**src/rtl/core/mspg_pkg.sv**
```systemverilog
// package for the multiplexed servo pulse generator
// holds payload structs, op codes, register indexes and widths; no dependencies
package mspg_pkg;

  localparam int NUM_SERVOS = 8;
  localparam int PHASE_W    = $clog2(NUM_SERVOS + 1);
  localparam int SERVO_IDX_W = (NUM_SERVOS > 1) ? $clog2(NUM_SERVOS) : 1;
  localparam int PIN_W      = 8;
  localparam int WIDTH_W    = 8;
  localparam int TICKS_W    = 16;
  localparam int CFG_IDX_W  = 2;
  localparam int CFG_DATA_W = 16;

  localparam logic [1:0] OP_TICK  = 2'd0;
  localparam logic [1:0] OP_WRITE = 2'd1;
  localparam logic [1:0] OP_READ  = 2'd2;

  localparam logic [CFG_IDX_W-1:0] REG_FRAME_TICKS = 2'd0;
  localparam logic [CFG_IDX_W-1:0] REG_MIN_WIDTH   = 2'd1;
  localparam logic [CFG_IDX_W-1:0] REG_MAX_WIDTH   = 2'd2;

  localparam logic [TICKS_W-1:0] FRAME_TICKS_RST = 16'd1152;
  localparam logic [WIDTH_W-1:0] MIN_WIDTH_RST   = 8'd0;
  localparam logic [WIDTH_W-1:0] MAX_WIDTH_RST   = 8'hFF;
  localparam logic [TICKS_W-1:0] SUM_SAT         = 16'hFFFF;

  typedef logic [PHASE_W-1:0] phase_t;

  typedef struct packed {
    logic [1:0]         op;
    logic [WIDTH_W-1:0] servo_index;
    logic [WIDTH_W-1:0] width_value;
  } in_item_t;

  typedef struct packed {
    logic [PIN_W-1:0]   pins;
    logic [WIDTH_W-1:0] read_data;
  } out_item_t;

  function automatic logic [PIN_W-1:0] pin_bit(phase_t s);
    logic [PIN_W-1:0] b;
    b = '0;
    if (32'(s) < PIN_W) begin
      b = PIN_W'(1) << s;
    end
    return b;
  endfunction

endpackage

```
**src/rtl/core/multiplexed_servo_pulse_generator.sv**
```systemverilog
// top level of the multiplexed servo pulse generator: slot timing, width table,
// config registers and output register; depends on mspg_pkg
//
//   channel | signals                         | direction
//   in      | in_valid, in_ready, in_data     | item in (tick, write, read)
//   out     | out_valid, out_ready, out_data  | result out (pins, read_data)
//   cfg     | cfg_we, cfg_index, cfg_data     | register write, no wait
//
// one item per clock while out is not stalled: each transfer updates state and loads
// the output register, so the result appears in the cycle after its input transfer
// in_ready is high whenever the output register is empty or being taken
// reset (rst, synchronous) clears the width table, timing state and config
// a stall on out holds the result and blocks in until it is taken
module multiplexed_servo_pulse_generator (
  input  logic                                clk,
  input  logic                                rst,
  input  logic                                in_valid,
  output logic                                in_ready,
  input  mspg_pkg::in_item_t                  in_data,
  output logic                                out_valid,
  input  logic                                out_ready,
  output mspg_pkg::out_item_t                 out_data,
  input  logic                                cfg_we,
  input  logic [mspg_pkg::CFG_IDX_W-1:0]      cfg_index,
  input  logic [mspg_pkg::CFG_DATA_W-1:0]     cfg_data
);

  logic [mspg_pkg::TICKS_W-1:0] frame_ticks;
  logic [mspg_pkg::WIDTH_W-1:0] min_width;
  logic [mspg_pkg::WIDTH_W-1:0] max_width;

  logic [mspg_pkg::WIDTH_W-1:0] widths [mspg_pkg::NUM_SERVOS];
  mspg_pkg::phase_t             phase, phase_next;
  logic [mspg_pkg::TICKS_W-1:0] ticks_left, ticks_left_next;
  logic [mspg_pkg::TICKS_W-1:0] slot_sum, slot_sum_next;
  logic [mspg_pkg::PIN_W-1:0]   pin_levels, pin_levels_next;

  logic                           in_xfer;
  logic                           wr_en;
  logic [mspg_pkg::SERVO_IDX_W-1:0] wr_idx;
  logic [mspg_pkg::WIDTH_W-1:0]   wr_val;
  logic [mspg_pkg::WIDTH_W-1:0]   rd_val;
  logic                           idx_ok;
  logic [mspg_pkg::TICKS_W-1:0]   tl;
  logic [mspg_pkg::TICKS_W-1:0]   tl_dec;
  mspg_pkg::phase_t               next_slot;
  logic [mspg_pkg::WIDTH_W-1:0]   next_w;
  logic [mspg_pkg::WIDTH_W-1:0]   first_w;

  assign in_ready = !out_valid || out_ready;
  assign in_xfer  = in_valid && in_ready;
  assign idx_ok   = in_data.servo_index < mspg_pkg::WIDTH_W'(mspg_pkg::NUM_SERVOS);
  assign wr_idx   = in_data.servo_index[mspg_pkg::SERVO_IDX_W-1:0];
  assign tl       = (ticks_left == '0) ? mspg_pkg::TICKS_W'(1) : ticks_left;
  assign tl_dec   = tl - mspg_pkg::TICKS_W'(1);
  assign next_slot = phase + mspg_pkg::PHASE_W'(1);
  assign next_w   = widths[next_slot[mspg_pkg::SERVO_IDX_W-1:0]];
  assign first_w  = widths[0];

  always_comb begin
    phase_next      = phase;
    ticks_left_next = ticks_left;
    slot_sum_next   = slot_sum;
    pin_levels_next = pin_levels;
    wr_en           = 1'b0;
    wr_val          = in_data.width_value;
    rd_val          = '0;
    unique case (in_data.op)
      mspg_pkg::OP_TICK: begin
        ticks_left_next = tl_dec;
        if (32'(phase) < mspg_pkg::NUM_SERVOS) begin
          if (slot_sum != mspg_pkg::SUM_SAT) begin
            slot_sum_next = slot_sum + mspg_pkg::TICKS_W'(1);
          end
          if (tl_dec == '0) begin
            if (32'(next_slot) < mspg_pkg::NUM_SERVOS) begin
              phase_next      = next_slot;
              ticks_left_next = mspg_pkg::TICKS_W'(next_w) + mspg_pkg::TICKS_W'(1);
              pin_levels_next = (next_w != '0) ? mspg_pkg::pin_bit(next_slot) : '0;
            end else begin
              phase_next      = mspg_pkg::PHASE_W'(mspg_pkg::NUM_SERVOS);
              pin_levels_next = '0;
              ticks_left_next = (frame_ticks > slot_sum_next)
                                ? frame_ticks - slot_sum_next : mspg_pkg::TICKS_W'(1);
            end
          end
        end else if (tl_dec == '0) begin
          slot_sum_next   = '0;
          phase_next      = '0;
          ticks_left_next = mspg_pkg::TICKS_W'(first_w) + mspg_pkg::TICKS_W'(1);
          pin_levels_next = (first_w != '0) ? mspg_pkg::pin_bit('0) : '0;
        end
      end
      mspg_pkg::OP_WRITE: begin
        wr_en = idx_ok;
        if (in_data.width_value != '0) begin
          if (wr_val < min_width) begin
            wr_val = min_width;
          end
          if (wr_val > max_width) begin
            wr_val = max_width;
          end
        end
      end
      mspg_pkg::OP_READ: begin
        if (idx_ok) begin
          rd_val = widths[wr_idx];
        end
      end
      default: begin
      end
    endcase
  end

  always_ff @(posedge clk) begin
    if (rst) begin
      frame_ticks <= mspg_pkg::FRAME_TICKS_RST;
      min_width   <= mspg_pkg::MIN_WIDTH_RST;
      max_width   <= mspg_pkg::MAX_WIDTH_RST;
    end else if (cfg_we) begin
      unique case (cfg_index)
        mspg_pkg::REG_FRAME_TICKS: frame_ticks <= cfg_data;
        mspg_pkg::REG_MIN_WIDTH:   min_width   <= cfg_data[mspg_pkg::WIDTH_W-1:0];
        mspg_pkg::REG_MAX_WIDTH:   max_width   <= cfg_data[mspg_pkg::WIDTH_W-1:0];
        default: begin
        end
      endcase
    end
  end

  always_ff @(posedge clk) begin
    if (rst) begin
      for (int i = 0; i < mspg_pkg::NUM_SERVOS; i++) begin
        widths[i] <= '0;
      end
      phase      <= '0;
      ticks_left <= mspg_pkg::TICKS_W'(1);
      slot_sum   <= '0;
      pin_levels <= '0;
    end else if (in_xfer) begin
      if (wr_en) begin
        widths[wr_idx] <= wr_val;
      end
      phase      <= phase_next;
      ticks_left <= ticks_left_next;
      slot_sum   <= slot_sum_next;
      pin_levels <= pin_levels_next;
    end
  end

  // output register
  always_ff @(posedge clk) begin
    if (rst) begin
      out_valid <= 1'b0;
    end else if (in_xfer) begin
      out_valid <= 1'b1;
    end else if (out_ready) begin
      out_valid <= 1'b0;
    end
  end

  always_ff @(posedge clk) begin
    if (in_xfer) begin
      out_data.pins      <= pin_levels_next;
      out_data.read_data <= rd_val;
    end
  end

  a_phase_range: assert property (@(posedge clk) disable iff (rst)
    32'(phase) <= mspg_pkg::NUM_SERVOS)
    else $error("phase beyond idle");

  a_idle_pins_low: assert property (@(posedge clk) disable iff (rst)
    32'(phase) == mspg_pkg::NUM_SERVOS |-> pin_levels == '0)
    else $error("pin high during idle phase");

  a_one_pin: assert property (@(posedge clk) disable iff (rst)
    $onehot0(pin_levels))
    else $error("more than one pin high");

  a_ticks_nonzero: assert property (@(posedge clk) disable iff (rst)
    ticks_left != '0)
    else $error("ticks_left reached zero");

  a_out_from_in: assert property (@(posedge clk) disable iff (rst)
    $rose(out_valid) |-> $past(in_valid && in_ready))
    else $error("result without input transfer");

  a_stall_blocks: assert property (@(posedge clk) disable iff (rst)
    out_valid && !out_ready |-> !in_ready)
    else $error("input taken while output stalled");

endmodule
```
**config.mk**
```make
export PLATFORM = sky130hd
export DESIGN_NAME = multiplexed_servo_pulse_generator
export DESIGN_NICKNAME = d
export VERILOG_FILES = /design/src/rtl/core/mspg_pkg.sv /design/src/rtl/core/multiplexed_servo_pulse_generator.sv
export SDC_FILE = /design/constraint.sdc
export NUM_CORES = 1
export LEC_CHECK = 0
export BUFFER_PORTS_ARGS = -buffer_cell sky130_fd_sc_hd__buf_2
export CAP_MARGIN = 20
export CELL_PAD_IN_SITES_DETAIL_PLACEMENT = 1
export CELL_PAD_IN_SITES_GLOBAL_PLACEMENT = 2
export CORE_AREA = 2 2 154 156
export CTS_BUF_LIST = sky130_fd_sc_hd__clkbuf_2 sky130_fd_sc_hd__clkbuf_4 sky130_fd_sc_hd__clkbuf_8
export CTS_CLUSTER_SIZE = 16
export DETAILED_ROUTE_END_ITERATION = 10
export DIE_AREA = 0 0 156 158
export PLACE_DENSITY = 0.84
export RECOVER_POWER = 100
export SETUP_SLACK_MARGIN = 0.4
export SLEW_MARGIN = 10
export SYNTH_ARGS = -nofsm -noshare
export SYNTH_HDL_FRONTEND = slang
export SYNTH_SLANG_ARGS = --single-unit
```
**constraint.sdc**
```tcl
create_clock -name clk -period 5.83 [get_ports clk]
set_clock_uncertainty 0.2 [all_clocks]
set_input_delay 0 -clock clk [delete_from_list [all_inputs] [get_ports clk]]
set_output_delay 0 -clock clk [all_outputs]
set_load 0.02 [all_outputs]
```
== Word-level counts from Yosys, hierarchy flattened ==
Memories as Yosys holds them, arrays and structs flattened. A register that Yosys moved wholly into a read port is not among the register bits.
Index checks and enable logic that the tools add are counted.

* Eq/ne operators: 5
* Shift operators: 1
* $lt $le $gt $ge: 6
* Muxes and demuxes: 40
* Add/subtract/negate cells: 6
* Reduce and logical (&&, ||, !) cells: 21

{| class="wikitable"
|+ Operators by type and width
! operator !! number
|-
| 2-to-1 mux 16 bit || 11
|-
| 2-to-1 mux 8 bit || 13
|-
| zero test 16 bit || 2
|-
| nonzero test 8 bit || 3
|-
| adder 8 x 1 -> 9 bit (second input constant) || 2
|-
| adder 16 x 1 -> 16 bit (second input constant) || 1
|-
| > comparator 16 bit || 1
|-
| 2-to-1 mux 4 bit || 4
|-
| != test 16 bit (second input constant) || 1
|-
| subtractor 16 x 1 -> 16 bit (second input constant) || 1
|-
| subtractor 16 bit || 1
|-
| 2-to-1 mux 1 bit || 11
|-
| AND reduction 2 bit || 5
|-
| > comparator 8 bit || 1
|-
| less-than comparator 4 bit (second input constant) || 2
|-
| less-than comparator 8 x 4 -> 1 bit (second input constant) || 1
|-
| less-than comparator 8 bit || 1
|-
| OR reduction 8 bit || 1
|-
| left shift 1 x 4 -> 8 bit (first input constant) || 1
|-
| AND reduction 3 bit || 2
|-
| adder 4 x 1 -> 4 bit (second input constant) || 1
|-
| == test 2 x 1 -> 1 bit (second input constant) || 2
|-
| == test 2 bit (second input constant) || 2
|-
| zero test 2 bit || 2
|-
| 5 further kinds || 7
|}

* Memories kept: 1
* Input port bits: 41
* Memory bits (writable): 64
* Register bits: 85
* Output and inout port bits: 18
* Word-level logic and storage cells: 89

{| class="wikitable"
|+ Memories
! memory !! words !! width !! rd ports !! clocked after memory_dff !! wr ports !! line !! text
|-
| widths || 8 || 8 || 3 || 1 || 8 || multiplexed_servo_pulse_generator.sv:32 || <nowiki>logic [mspg_pkg::WIDTH_W-1:0] widths [mspg_pkg::NUM_SERVOS];</nowiki>
|}

== Depth between registers and ports, before layout ==
Gate-level depths: netlist of run 1.

* Word-level depth: 9
* Depth in mapped cells: 18
* Gate-level depth less buffers: 16

== Least setup slack after synthesis of run 1 ==
OpenSTA, ideal clock, no wires.

* Path kind: reg-to-reg
* Start: register slot_sum[3] in the netlist's numbering
* End: register ticks_left[4] in the netlist's numbering
* Library setup time: 0.128 ns
* Path slack: 1.510 ns
* Clock period less this slack: 4.320 ns
* Stages on the path, launching flop included: 18
* Data arrival time: 3.992 ns
* Buffers on the path: 1
* Path through: dfxtp_1 -> and4_1 -> nand4_1 -> nor4_2 -> and3_1 -> buf_2 -> nor2_1 -> nand4_1 -> xor2_1 -> ha_1 -> a21o_1 -> a21o_1 -> a211o_1 -> o31ai_1 -> nand2b_1 -> o311ai_0 -> a21oi_1 -> nor2_1

* Word-level cells in the longest chain between the ends: 9

{| class="wikitable"
|+ Ends and longest elaborated chain
! what !! line !! text
|-
| from (decl) || multiplexed_servo_pulse_generator.sv:35 || <nowiki>logic [mspg_pkg::TICKS_W-1:0] slot_sum, slot_sum_next;</nowiki>
|-
| from (signal assigned) || multiplexed_servo_pulse_generator.sv:146 || <nowiki>slot_sum <= slot_sum_next;</nowiki>
|-
| adder 16 x 1 -> 16 bit or != test 16 bit (tied branches) || multiplexed_servo_pulse_generator.sv:73, multiplexed_servo_pulse_generator.sv:72 ||
|-
| 2-to-1 mux 16 bit (*) || multiplexed_servo_pulse_generator.sv:72 || <nowiki>if (slot_sum != mspg_pkg::SUM_SAT) begin</nowiki>
|-
| 2-to-1 mux 16 bit (*) || multiplexed_servo_pulse_generator.sv:71 || <nowiki>if (32'(phase) < mspg_pkg::NUM_SERVOS) begin</nowiki>
|-
| 2-to-1 mux 16 bit (*) || multiplexed_servo_pulse_generator.sv:68 || <nowiki>unique case (in_data.op)</nowiki>
|-
| subtractor 16 bit or > comparator 16 bit (tied branches) || multiplexed_servo_pulse_generator.sv:84, multiplexed_servo_pulse_generator.sv:83 ||
|-
| 2-to-1 mux 16 bit (*) || multiplexed_servo_pulse_generator.sv:84 || <nowiki>? frame_ticks - slot_sum_next : mspg_pkg::TICKS_W'(1);</nowiki>
|-
| 2-to-1 mux 16 bit (*) || multiplexed_servo_pulse_generator.sv:76 || <nowiki>if (32'(next_slot) < mspg_pkg::NUM_SERVOS) begin</nowiki>
|-
| 2-to-1 mux 16 bit (*) || multiplexed_servo_pulse_generator.sv:75 || <nowiki>if (tl_dec == '0) begin</nowiki>
|-
| 2-to-1 mux 16 bit (*) || multiplexed_servo_pulse_generator.sv:71 ||
|-
| to (signal assigned) || multiplexed_servo_pulse_generator.sv:137 || <nowiki>ticks_left <= mspg_pkg::TICKS_W'(1);</nowiki>
|-
| to (signal assigned) || multiplexed_servo_pulse_generator.sv:145 || <nowiki>ticks_left <= ticks_left_next;</nowiki>
|-
| to (decl) || multiplexed_servo_pulse_generator.sv:34 || <nowiki>logic [mspg_pkg::TICKS_W-1:0] ticks_left, ticks_left_next;</nowiki>
|}

Every way passes the cells marked *; elsewhere a longest branch is shown, timed or not. The select of a mux whose other input is x is not followed.
A chain may end at the register's enable or synchronous reset.

== Worst setup path after layout of run 1 ==
* Start: register ticks_left[5] in the netlist's numbering
* End: register slot_sum[12] in the netlist's numbering

* Word-level cells in the longest chain between the ends: 6

{| class="wikitable"
|+ Ends and longest elaborated chain
! what !! line !! text
|-
| zero test 16 bit || multiplexed_servo_pulse_generator.sv:54 || <nowiki>assign tl = (ticks_left == '0) ? mspg_pkg::TICKS_W'(1) : ticks_left;</nowiki>
|-
| 2-to-1 mux 16 bit (*) || multiplexed_servo_pulse_generator.sv:54 ||
|-
| subtractor 16 x 1 -> 16 bit (*) || multiplexed_servo_pulse_generator.sv:55 || <nowiki>assign tl_dec = tl - mspg_pkg::TICKS_W'(1);</nowiki>
|-
| zero test 16 bit (*) || multiplexed_servo_pulse_generator.sv:87 || <nowiki>end else if (tl_dec == '0) begin</nowiki>
|-
| nonzero test 2 bit (no source line) (*) || n/a ||
|-
| AND reduction 3 bit (no source line) (*) || n/a ||
|}

Every way passes the cells marked *; elsewhere a longest branch is shown, timed or not.

==> results of run 1 <==
[how the worst max path moves through the flow]
stage | from | to | slack (ns)
floorplan | slot_sum[3] | ticks_left[4] | 1.51
global placement | slot_sum[3] | ticks_left[4] | 0.84
detailed placement | slot_sum[3] | ticks_left[2] | 0.59
CTS | slot_sum[3] | ticks_left[2] | 0.60
global route | slot_sum[3] | ticks_left[4] | 0.33
finish | ticks_left[5] | slot_sum[12] | 0.83
[state kept, by name, summed over array words and instances (netlist names)]
| name | flops |
|---|---|
| out_valid | 1 |
| out_data | 16 |
| widths | 64 |
| min_width | 8 |
| max_width | 8 |
| ticks_left | 16 |
| phase | 4 |
| pin_levels | 8 |
| slot_sum | 16 |
| frame_ticks | 16 |
[timing repair]
| action | 4_1_cts | 5_1_grt |
|---|---|---|
| setup endpoints to repair | 0 | 14 |
| hold buffers | 42 | 0 |
| gates resized for setup | 0 | 3 |
| hold endpoints to repair | 58 | 0 |
| buffers inserted | 0 | 0 |
[critical path, stage by stage (launching register included)]
cell	delay (ns)
dfxtp_1	0.48
nor4_1	0.13
nand2b_1	0.23
nor2_1	0.14
a21oi_1	0.28
ha_1	0.30
or4b_1	0.60
nor4b_1	0.41
xnor2_1	0.24
nand4_1	0.14
clkbuf_1	0.54
nand2_1	0.23
nor2_1	0.71
o21ai_0	0.19
o21ai_0	0.11
[logic make-up (layout without fill, tap and decap cells)]
group | Yosys count | after routing | share of synthesized area
AND/OR/NAND/NOR | 386 | 386 | 0.1935
multiplexers | 74 | 74 | 0.1237
AO/OA/AOI/OAI | 187 | 187 | 0.1291
flip-flops | 157 | 157 | 0.4235
XOR/XNOR | 36 | 36 | 0.03466
buffers and inverters | 79 | 184 | 0.03426
adder cells (fa/ha/maj) | 45 | 45 | 0.06127
[per-layer routing]
layer / wire length, µm / vias up
met5: 0 / -
met4: 454 / 0
met3: 1299 / 27
met2: 13110 / 198
met1: 12380 / 3814
li1: - / 3722
[Yosys cell counts, types with 21 or more instances]
cell type  number
nor3_1         21
dfxtp_1        77
ha_1           44
o21ai_0        43
clkbuf_1       24
nand3_1        33
nor2_1        123
nand2_1       120
edfxtp_1       80
mux4_2         32
a21oi_1        54
mux2i_1        33
inv_1          36
[power by group]
| part | switching (mW) | internal, mW |
|---|---|---|
| Sequential | 0.0267 | 1.19 |
| Combinational | 0.245 | 0.157 |
| Clock | 0.534 | 0.342 |
| Total | 0.805 | 1.69 |
[through the flow]
stage               hold slack, ns  cell area (µm²)  cells  power [mW]  utilization
floorplan                 -0.07603             9313    964       1.500            -
global placement           0.04292             9897   1284       1.627       0.4293
detailed placement         0.05017             9897   1284       1.634       0.4293
CTS                      0.0002750            10750   1358       2.526       0.4662
global route               0.05700            10690   1359       2.600       0.4637
finish                     0.01038            10690   1359       2.496       0.4637
[area by class of cell]
cell class	instances	area (µm²)
Sequential cell	157	3944
Clock buffer	17	234.0
Fill cell	2643	12360
Timing Repair Buffer	114	748.2
Tap cell	290	362.8
Inverter	38	142.6
Multi-Input combinational cell	728	5062
Clock inverter	15	196.4
==> results.sh, run 1 <==
export IMPL_status="finished, violations left"
export IMPL_violations="capacitance limit, slew limit"
export IMPL_drc=0
export IMPL_start_util=0.4040
export IMPL_finalSetupTns_ns=0
export IMPL_drive_gt1_frac=0.1160
export IMPL_drtIter0Drc=495
export IMPL_netlist_instances=964
export IMPL_grt_use_total=0.2288
export IMPL_ys_ff_latch=157
export IMPL_grt_pass1_vias=7889
export IMPL_vias=7761
export IMPL_ir_worst_vdd_uv=135.9
export IMPL_clockRootBuffer="clkbuf_8"
export IMPL_timing_fmax_mhz=199.9
export IMPL_setup_viol=0
export IMPL_grt_max_degree=29
export IMPL_r2r_cells=14
export IMPL_core_area_mm2=0.02305
export IMPL_met2_usage=0.3818
export IMPL_setup_ws_ns=0.8283
export IMPL_synth_cell_types=75
export IMPL_min_delay_path_depth=4
export IMPL_tightest_slew_ns=1.565
export IMPL_cts_sinks=157
export IMPL_yosysWarningCount=0
export IMPL_syn_area_mm2=0.009313
export IMPL_r2r_start="ticks_left[5]"
export IMPL_worst_setup_path_type="flop to flop"
export IMPL_dp_hpwl_mm=20.05
export IMPL_numCtsBuffers=17
export IMPL_grtUsageMet3=0.03586
export IMPL_hp_class="input pin to flop"
export IMPL_netlist_area_leader_share=0.2580
export IMPL_port_buffers=58
export IMPL_cp_end_kind="flop"
export IMPL_grt_use_met1=0.3107
export IMPL_power_density_mw_per_mm2=233.4
export IMPL_worstPathMaxFanout=11
export IMPL_yosys_area_top_type="edfxtp_1"
export IMPL_r2r_end="slot_sum[12]"
export IMPL_antenna_found_initial=0
export IMPL_ff2ff_setup_slack_ns=0.83
export IMPL_period_needed_ns=5.002
export IMPL_finalHoldViolCount=0
export IMPL_finalMaxSlewViolations=29
export IMPL_synthTopCellsByArea="edfxtp_1 (26%), dfxtp_1 (17%), mux4_2 (7.7%), ha_1 (5.9%), nor2_1 (5.0%)"
export IMPL_io_pins=59
export IMPL_nNetsFinal=1142
export IMPL_rows=56
export IMPL_rsz0062_at_grt="false"
export IMPL_ys_flop_type="edfxtp_1"
export IMPL_syn_area_per_cell_um2=9.660
export IMPL_clockBufferDepth=2
export IMPL_drt_first_pass_iters=5
export IMPL_overflow=0
export IMPL_worstPathRequired_ns=6.02
export IMPL_preCtsSetupSlack_ns=0.5899
export IMPL_cts_tree="done"
export IMPL_htree_levels=4
export IMPL_cp_start_kind="flop"
export IMPL_final_cell_mix="nor2_1 (123), nand2_1 (120), edfxtp_1 (80)"
export IMPL_wl_per_cell_um=20.05
export IMPL_drt_total_wl_mm=27.24
export IMPL_hold_path_startpoint="in_data[11]"
export IMPL_viasPerCell=5.711
export IMPL_die_area_mm2=0.02465
export IMPL_ant_nets=0
export IMPL_clk_latency_ns=0.47
export IMPL_synth_edf_count=80
export IMPL_area_delta_synth_final_pct=14.79
export IMPL_cap_violations=1
export IMPL_top_usage_layer="met2"
export IMPL_hold_path_end="out_data[2]"
export IMPL_ys_seq_area_frac=0.4235
export IMPL_dieWidth_um=156
export IMPL_async_flop_share=0
export IMPL_cp_arrival_ns=5.20
export IMPL_layout_commonest_cell="nor2_1"
export IMPL_n_antenna_cell=0
export IMPL_slew_headroom=-0.04355
export IMPL_fp_dieH_um=158
export IMPL_clk_pin_slew_ns=0.11
export IMPL_gp_congestion=0.8670
export IMPL_leakage_nw=4.020
export IMPL_min_period_over_period=0.8579
export IMPL_grt_pass1_wl_mm=43.68
export IMPL_synth_nets=1050
No activity file was read; power rests on OpenSTA's default activity.
==> run 2: changes to the inputs <==
- ABC_AREA: unset -> 1
- CORE_AREA: 2 2 154 156 -> 2 2 170 172
- DIE_AREA: 0 0 156 158 -> 0 0 172 174
- PLACE_DENSITY: 0.84 -> 0.83
==> results.sh, run 2 <==
export IMPL_finalSetupTns_ns=0
export IMPL_timing_fmax_mhz=207.8
export IMPL_clk_pin_slew_ns=0.11
export IMPL_placed_cells=1801
export IMPL_drtIter0Drc=478
export IMPL_netlist_area_leader_share=0.2348
export IMPL_final_cell_mix="nand2_1 (328), inv_1 (189), a21oi_1 (152)"
export IMPL_ys_ff_latch=157
export IMPL_n_antenna_cell=0
export IMPL_postCtsResizedCells=0
export IMPL_layout_commonest_cell="nand2_1"
export IMPL_r2r_start="phase[0]"
export IMPL_dp_hpwl_mm=24.65
export IMPL_fp_dieH_um=174
export IMPL_min_period_over_period=0.8253
export IMPL_grt_pass1_wl_mm=53.83
export IMPL_violations="hold timing, capacitance limit, slew limit"
export IMPL_gp_congestion=0.8664
export IMPL_overflow=0
export IMPL_cp_num_cells=19
export IMPL_tightest_slew_ns=2.206
export IMPL_grt_use_total=0.2323
export IMPL_cp_arrival_ns=4.91
export IMPL_cts_sinks=157
export IMPL_netlist_instances=1393
export IMPL_rows=62
export IMPL_finalHoldViolCount=5
export IMPL_rsz0062_at_grt="false"
export IMPL_cp_end_kind="flop"
export IMPL_syn_area_per_cell_um2=7.346
export IMPL_htree_levels=4
export IMPL_clk_latency_ns=0.49
export IMPL_ant_nets=0
export IMPL_synth_edf_count=80
export IMPL_io_pins=59
export IMPL_synthTopCellsByArea="edfxtp_1 (23%), dfxtp_1 (15%), nand2_1 (12%), a21oi_1 (7.4%), inv_1 (6.8%)"
export IMPL_hold_ws_ns=-0.01119
export IMPL_finalMaxSlewViolations=125
export IMPL_async_flop_share=0
export IMPL_start_util=0.3624
export IMPL_worstPathCellList="clkbuf_2, inv_1, ha_1, buf_4, inv_2, nand3_1, nand2_1, nand2_1, nand2_1, ha_1, nand2_1, nor2_1, nand2_1, nand3_1, nand3_1, nand2_1, nand2_1, nand3_1, a21oi_1"
export IMPL_status="finished, violations left"
export IMPL_setup_ws_ns=1.019
export IMPL_area_delta_synth_final_pct=14.15
export IMPL_multi_input_area_mm2=0.005266
export IMPL_crit_buf_inv=4
export IMPL_grt_pass1_vias=9832
export IMPL_setup_viol=0
export IMPL_cp_start_kind="flop"
export IMPL_synth_nets=1479
export IMPL_worstPathMaxFanout=39
export IMPL_hold_path_end="out_data[11]"
export IMPL_drt_total_wl_mm=33.55
export IMPL_core_area_mm2=0.02824
export IMPL_leakage_nw=5.058
export IMPL_ys_seq_area_frac=0.3854
export IMPL_regArea_mm2=0.003944
export IMPL_hold_path_startpoint="in_data[17]"
export IMPL_crit_path_max_incr_delay_ns=0.79
export IMPL_regMostFlops="widths"
export IMPL_grt_max_degree=53
export IMPL_cp_common_cell="nand2_1"
export IMPL_preCtsSetupSlack_ns=1.500
export IMPL_syn_area_mm2=0.01023
export IMPL_ir_worst_vdd_uv=127.9
export IMPL_worstPathRequired_ns=5.93
export IMPL_nFillCells=3616
export IMPL_clockRootBuffer="clkbuf_8"
export IMPL_yosysWarningCount=0
export IMPL_drive_gt1_frac=0.09012
export IMPL_clockBufferDepth=2
export IMPL_antenna_found_initial=0
export IMPL_power_density_mw_per_mm2=231.3
export IMPL_hp_class="input pin to flop"
export IMPL_drc=0
export IMPL_wl_per_cell_um=17.83
export IMPL_cts_tree="done"
export IMPL_yosysMostFrequentCell="nand2_1"
export IMPL_critPathTopFamily="buffers and inverters"
export IMPL_slowest_stage="inv_1"
export IMPL_numCtsBuffers=17
export IMPL_worst_setup_path_type="flop to flop"
export IMPL_vias=9665
export IMPL_nNetsFinal=1571
export IMPL_synth_cell_types=49
export IMPL_min_delay_path_depth=5
export IMPL_ff2ff_setup_slack_ns=1.02
export IMPL_largest_reg_flops=64
export IMPL_port_buffers=58
export IMPL_instances_no_fill=1882
export IMPL_yosys_area_top_type="edfxtp_1"
export IMPL_period_needed_ns=4.811
export IMPL_cap_violations=3
export IMPL_viasPerCell=5.135
export IMPL_die_area_mm2=0.02993
export IMPL_synth_cells_most_frequent="nand2_1 (325), inv_1 (186), a21oi_1 (151)"
export IMPL_r2r_end="ticks_left[4]"
export IMPL_r2r_cells=19
export IMPL_ys_flop_type="edfxtp_1"
export IMPL_dieWidth_um=172
export IMPL_slew_headroom=-0.4706
export IMPL_drt_first_pass_iters=5
run 2: cell count changes after synthesis, moves of 32 or more:
cell / before / now
nand3_1: 33 / 105
inv_1: 36 / 186
a21oi_1: 54 / 151
mux4_2: 32 / 0
mux2i_1: 33 / 0
nand2_1: 120 / 325
o21ai_0: 43 / 77
run 2: worst max-delay path by stage:
stage	from	end
floorplan	slot_sum[0]	ticks_left[7]
global placement	slot_sum[0]	ticks_left[0]
detailed placement	min_width[5]	widths[6][0]
CTS	min_width[5]	widths[6][0]
global route	ticks_left[6]	slot_sum[3]
finish	phase[0]	ticks_left[4]
run 2: final cells by class:
| type | count | share of cell area |
|---|---|---|
| Tap cell | 384 | 0.04114 |
| Timing Repair Buffer | 116 | 0.06974 |
| Clock inverter | 14 | 0.01607 |
| Sequential cell | 157 | 0.3377 |
| Inverter | 197 | 0.06331 |
| Clock buffer | 18 | 0.02121 |
| Multi-Input combinational cell | 996 | 0.4509 |
run 2: report_power, final:
group | total, mW | switching (mW) | internal (mW)
Sequential | 1.23 | 0.0311 | 1.20
Combinational | 0.549 | 0.371 | 0.178
Clock | 0.918 | 0.501 | 0.417
Total | 2.70 | 0.903 | 1.80
run 2: stage by stage:
step	hold slack (ns)	power (mW)	util	instance area [µm²]
global route	0.01510	2.838	0.4136	11680
finish	-0.01119	2.701	0.4136	11680
detailed placement	0.03834	1.795	0.3843	10850
floorplan	-0.08678	1.631	-	10230
CTS	0.0007855	2.728	0.4171	11780
global placement	0.02650	1.784	0.3843	10850
run 2: cell families after synthesis:
logic type,Yosys count,synth area share
buffers and inverters,240,0.09367
xor gates and xnor gates,31,0.02727
adders and majority gates,45,0.05576
AOI/OAI and AO/OA,310,0.1725
DFF,157,0.3854
and+or+nand+nor,610,0.2653
run 2: what timing repair did:
| action | in CTS | in global routing |
|---|---|---|
| hold buffers | 49 | 0 |
| hold endpoints to repair | 78 | 0 |
| setup buffers | 0 | 0 |
run 2: worst reg2reg max path, delay by kind of cell, from the launching register on:
kind,cells,cell delay (ns)
adder cells (fa/ha/maj),2,0.74
AO/OA/AOI/OAI,1,0.06
flip-flops,1,0.32
buffers and inverters,4,2.05
AND/OR/NAND/NOR,12,1.28
run 2: metal layers:
| layer | track usage | wire length, µm | vias to the layer above |
|---|---|---|---|
| li1 | - | - | 4818 |
| met1 | 0.3252 | 16060 | 4624 |
| met2 | 0.3758 | 15620 | 183 |
| met3 | 0.03028 | 1238 | 40 |
| met4 | 0.06338 | 629 | 0 |
| met5 | 0 | 0 | - |
==> run 3: changes to the inputs <==
- ABC_AREA: 1 -> 0
- CORE_AREA: 2 2 170 172 -> 2 2 162 164
- DIE_AREA: 0 0 172 174 -> 0 0 164 166
- PLACE_DENSITY: 0.83 -> 0.8
- clock period: 5.83 -> 4.3 ns (I/O delays scaled with it)
==> results.sh, run 3 (synthesis gave the netlist of run 1 again) <==
export IMPL_cts_sinks=157
export IMPL_period_needed_ns=4.142
export IMPL_rows=59
export IMPL_finalHoldViolCount=0
export IMPL_port_buffers=58
export IMPL_antenna_found_initial=0
export IMPL_cp_start_kind="flop"
export IMPL_grt_max_degree=53
export IMPL_ant_nets=0
export IMPL_r2r_cells=18
export IMPL_wl_per_cell_um=20.63
export IMPL_clk_latency_ns=0.49
export IMPL_worstPathRequired_ns=4.31
export IMPL_setup_viol=0
export IMPL_viasPerCell=5.561
export IMPL_vias=8164
export IMPL_n_antenna_cell=0
export IMPL_power_density_mw_per_mm2=291.8
export IMPL_min_period_over_period=0.9632
export IMPL_cp_arrival_ns=4.15
export IMPL_area_delta_synth_final_pct=30.87
export IMPL_slowest_stage="o41a_1"
export IMPL_drt_first_pass_iters=5
export IMPL_worstPathCellList="inv_2, ha_4, a21o_1, a21oi_2, o21ai_1, o41a_1, mux2_4, ha_4, nor2b_4, o21a_1, o21a_1, o21a_1, o21bai_1, a22o_1, buf_12, mux2i_4, buf_12, nor2_1"
export IMPL_violations="capacitance limit, slew limit"
export IMPL_finalMaxSlewViolations=29
export IMPL_htree_levels=4
export IMPL_dp_hpwl_mm=20.84
export IMPL_clk_pin_slew_ns=0.11
export IMPL_cts_tree="done"
export IMPL_largest_reg_flops=64
export IMPL_grt_pass1_wl_mm=47.22
export IMPL_clockBufferDepth=2
export IMPL_r2r_start="min_width[1]"
export IMPL_crit_path_max_incr_delay_ns=0.41
export IMPL_die_area_mm2=0.02722
export IMPL_overflow=0
export IMPL_setup_ws_ns=0.1581
export IMPL_clockRootBuffer="clkbuf_8"
export IMPL_preCtsSetupSlack_ns=-0.04626
export IMPL_layout_commonest_cell="nand2_1"
export IMPL_status="finished, violations left"
export IMPL_drc=0
export IMPL_drive_gt1_frac=0.2780
export IMPL_dieWidth_um=164
export IMPL_placed_cell_area_mm2=0.01026
export IMPL_nFillCells=2875
export IMPL_setup_worst_path_end="widths[2][6]"
export IMPL_worst_setup_path_type="flop to flop"
export IMPL_grt_use_total=0.2243
export IMPL_grt_pass1_vias=8374
export IMPL_r2r_end="widths[2][6]"
export IMPL_ir_worst_vdd_uv=148.0
export IMPL_drtIter0Drc=585
export IMPL_cp_startpoint="min_width[1]"
export IMPL_design_area_mm2=0.01219
export IMPL_drt_total_wl_mm=30.29
export IMPL_cp_common_cell="o21a_1"
export IMPL_fp_dieH_um=166
export IMPL_utilization=0.4758
export IMPL_nNetsFinal=1206
export IMPL_timing_fmax_mhz=241.4
export IMPL_start_util=0.3636
export IMPL_hold_ws_ns=0.04733
export IMPL_ff2ff_setup_slack_ns=0.16
export IMPL_leakage_nw=4.474
export IMPL_cap_violations=1
export IMPL_rsz0062_at_grt="true"
export IMPL_hp_class="input pin to flop"
export IMPL_worstPathMaxFanout=8
export IMPL_core_area_mm2=0.02562
export IMPL_numCtsBuffers=17
export IMPL_slew_headroom=-0.1047
export IMPL_fin_total_pwr_mw=3.556
export IMPL_regMostFlops="widths"
export IMPL_cp_end_kind="flop"
export IMPL_io_pins=59
export IMPL_final_cell_mix="nand2_1 (118), edfxtp_1 (80), nor2_1 (75)"
export IMPL_tightest_slew_ns=1.657
export IMPL_gp_congestion=0.8384
run 3: power by group:
group | internal [mW] | switching, mW | leakage [nW]
logic | 0.313 | 0.410 | 2.81
registers | 1.62 | 0.0350 | 1.46
clock network | 0.490 | 0.692 | 0.202
total | 2.42 | 1.14 | 4.47
run 3: timing repair:
item	in CTS	in global routing
setup buffers	19	16
hold endpoints to repair	70	0
hold buffers	50	0
setup endpoints to repair	87	108
pin swaps	60	39
gates resized for setup	77	102
run 3: area by class of cell:
type / instances / area [µm²] / area share
tap: 335 / 419.2 / 0.03439
clock buffer: 17 / 234.0 / 0.01920
clock inverter: 15 / 173.9 / 0.01427
inverter: 38 / 142.6 / 0.01170
multi-input combinational: 728 / 5866 / 0.4813
timing repair buffer: 178 / 1386 / 0.1137
sequential: 157 / 3966 / 0.3254
run 3: worst min path at each step:
stage	startpoint	end	slack, ns	depth (start not counted)
2_1_floorplan	cfg_data[7]	frame_ticks[7]	-0.08	2
3_3_place_gp	cfg_data[10]	frame_ticks[10]	0.03	3
3_5_place_dp	cfg_data[13]	frame_ticks[13]	0.05	3
4_1_cts	in_data[6]	widths[7][6]	0.01	5
5_1_grt	in_data[4]	widths[4][4]	0.06	5
6_report	in_data[7]	widths[7][7]	0.05	5
run 3: worst max-delay path, delay by kind of cell, from the launching register on:
family	cells	cell delay (ns)
adder cells (fa/ha/maj)	2	0.43
AO/OA/AOI/OAI	9	1.66
multiplexers	2	0.63
AND/OR/NAND/NOR	2	0.17
flip-flops	1	0.35
buffers and inverters	3	0.40
run 3: layer usage:
metal  global-route usage  vias up  part of all wire
li1                     -     3840                 -
met1               0.3079     4120              0.46
met3              0.02572       29             0.033
met5                    0        -                 0
met4              0.05950        0             0.015
met2               0.3752      175              0.49
run 3: through the flow:
step	TNS, ns	std cells
2_1_floorplan	0	964
3_3_place_gp	0	1350
3_5_place_dp	-0.9282	1350
4_1_cts	0	1451
5_1_grt	-0.02393	1468
6_report	0	1468
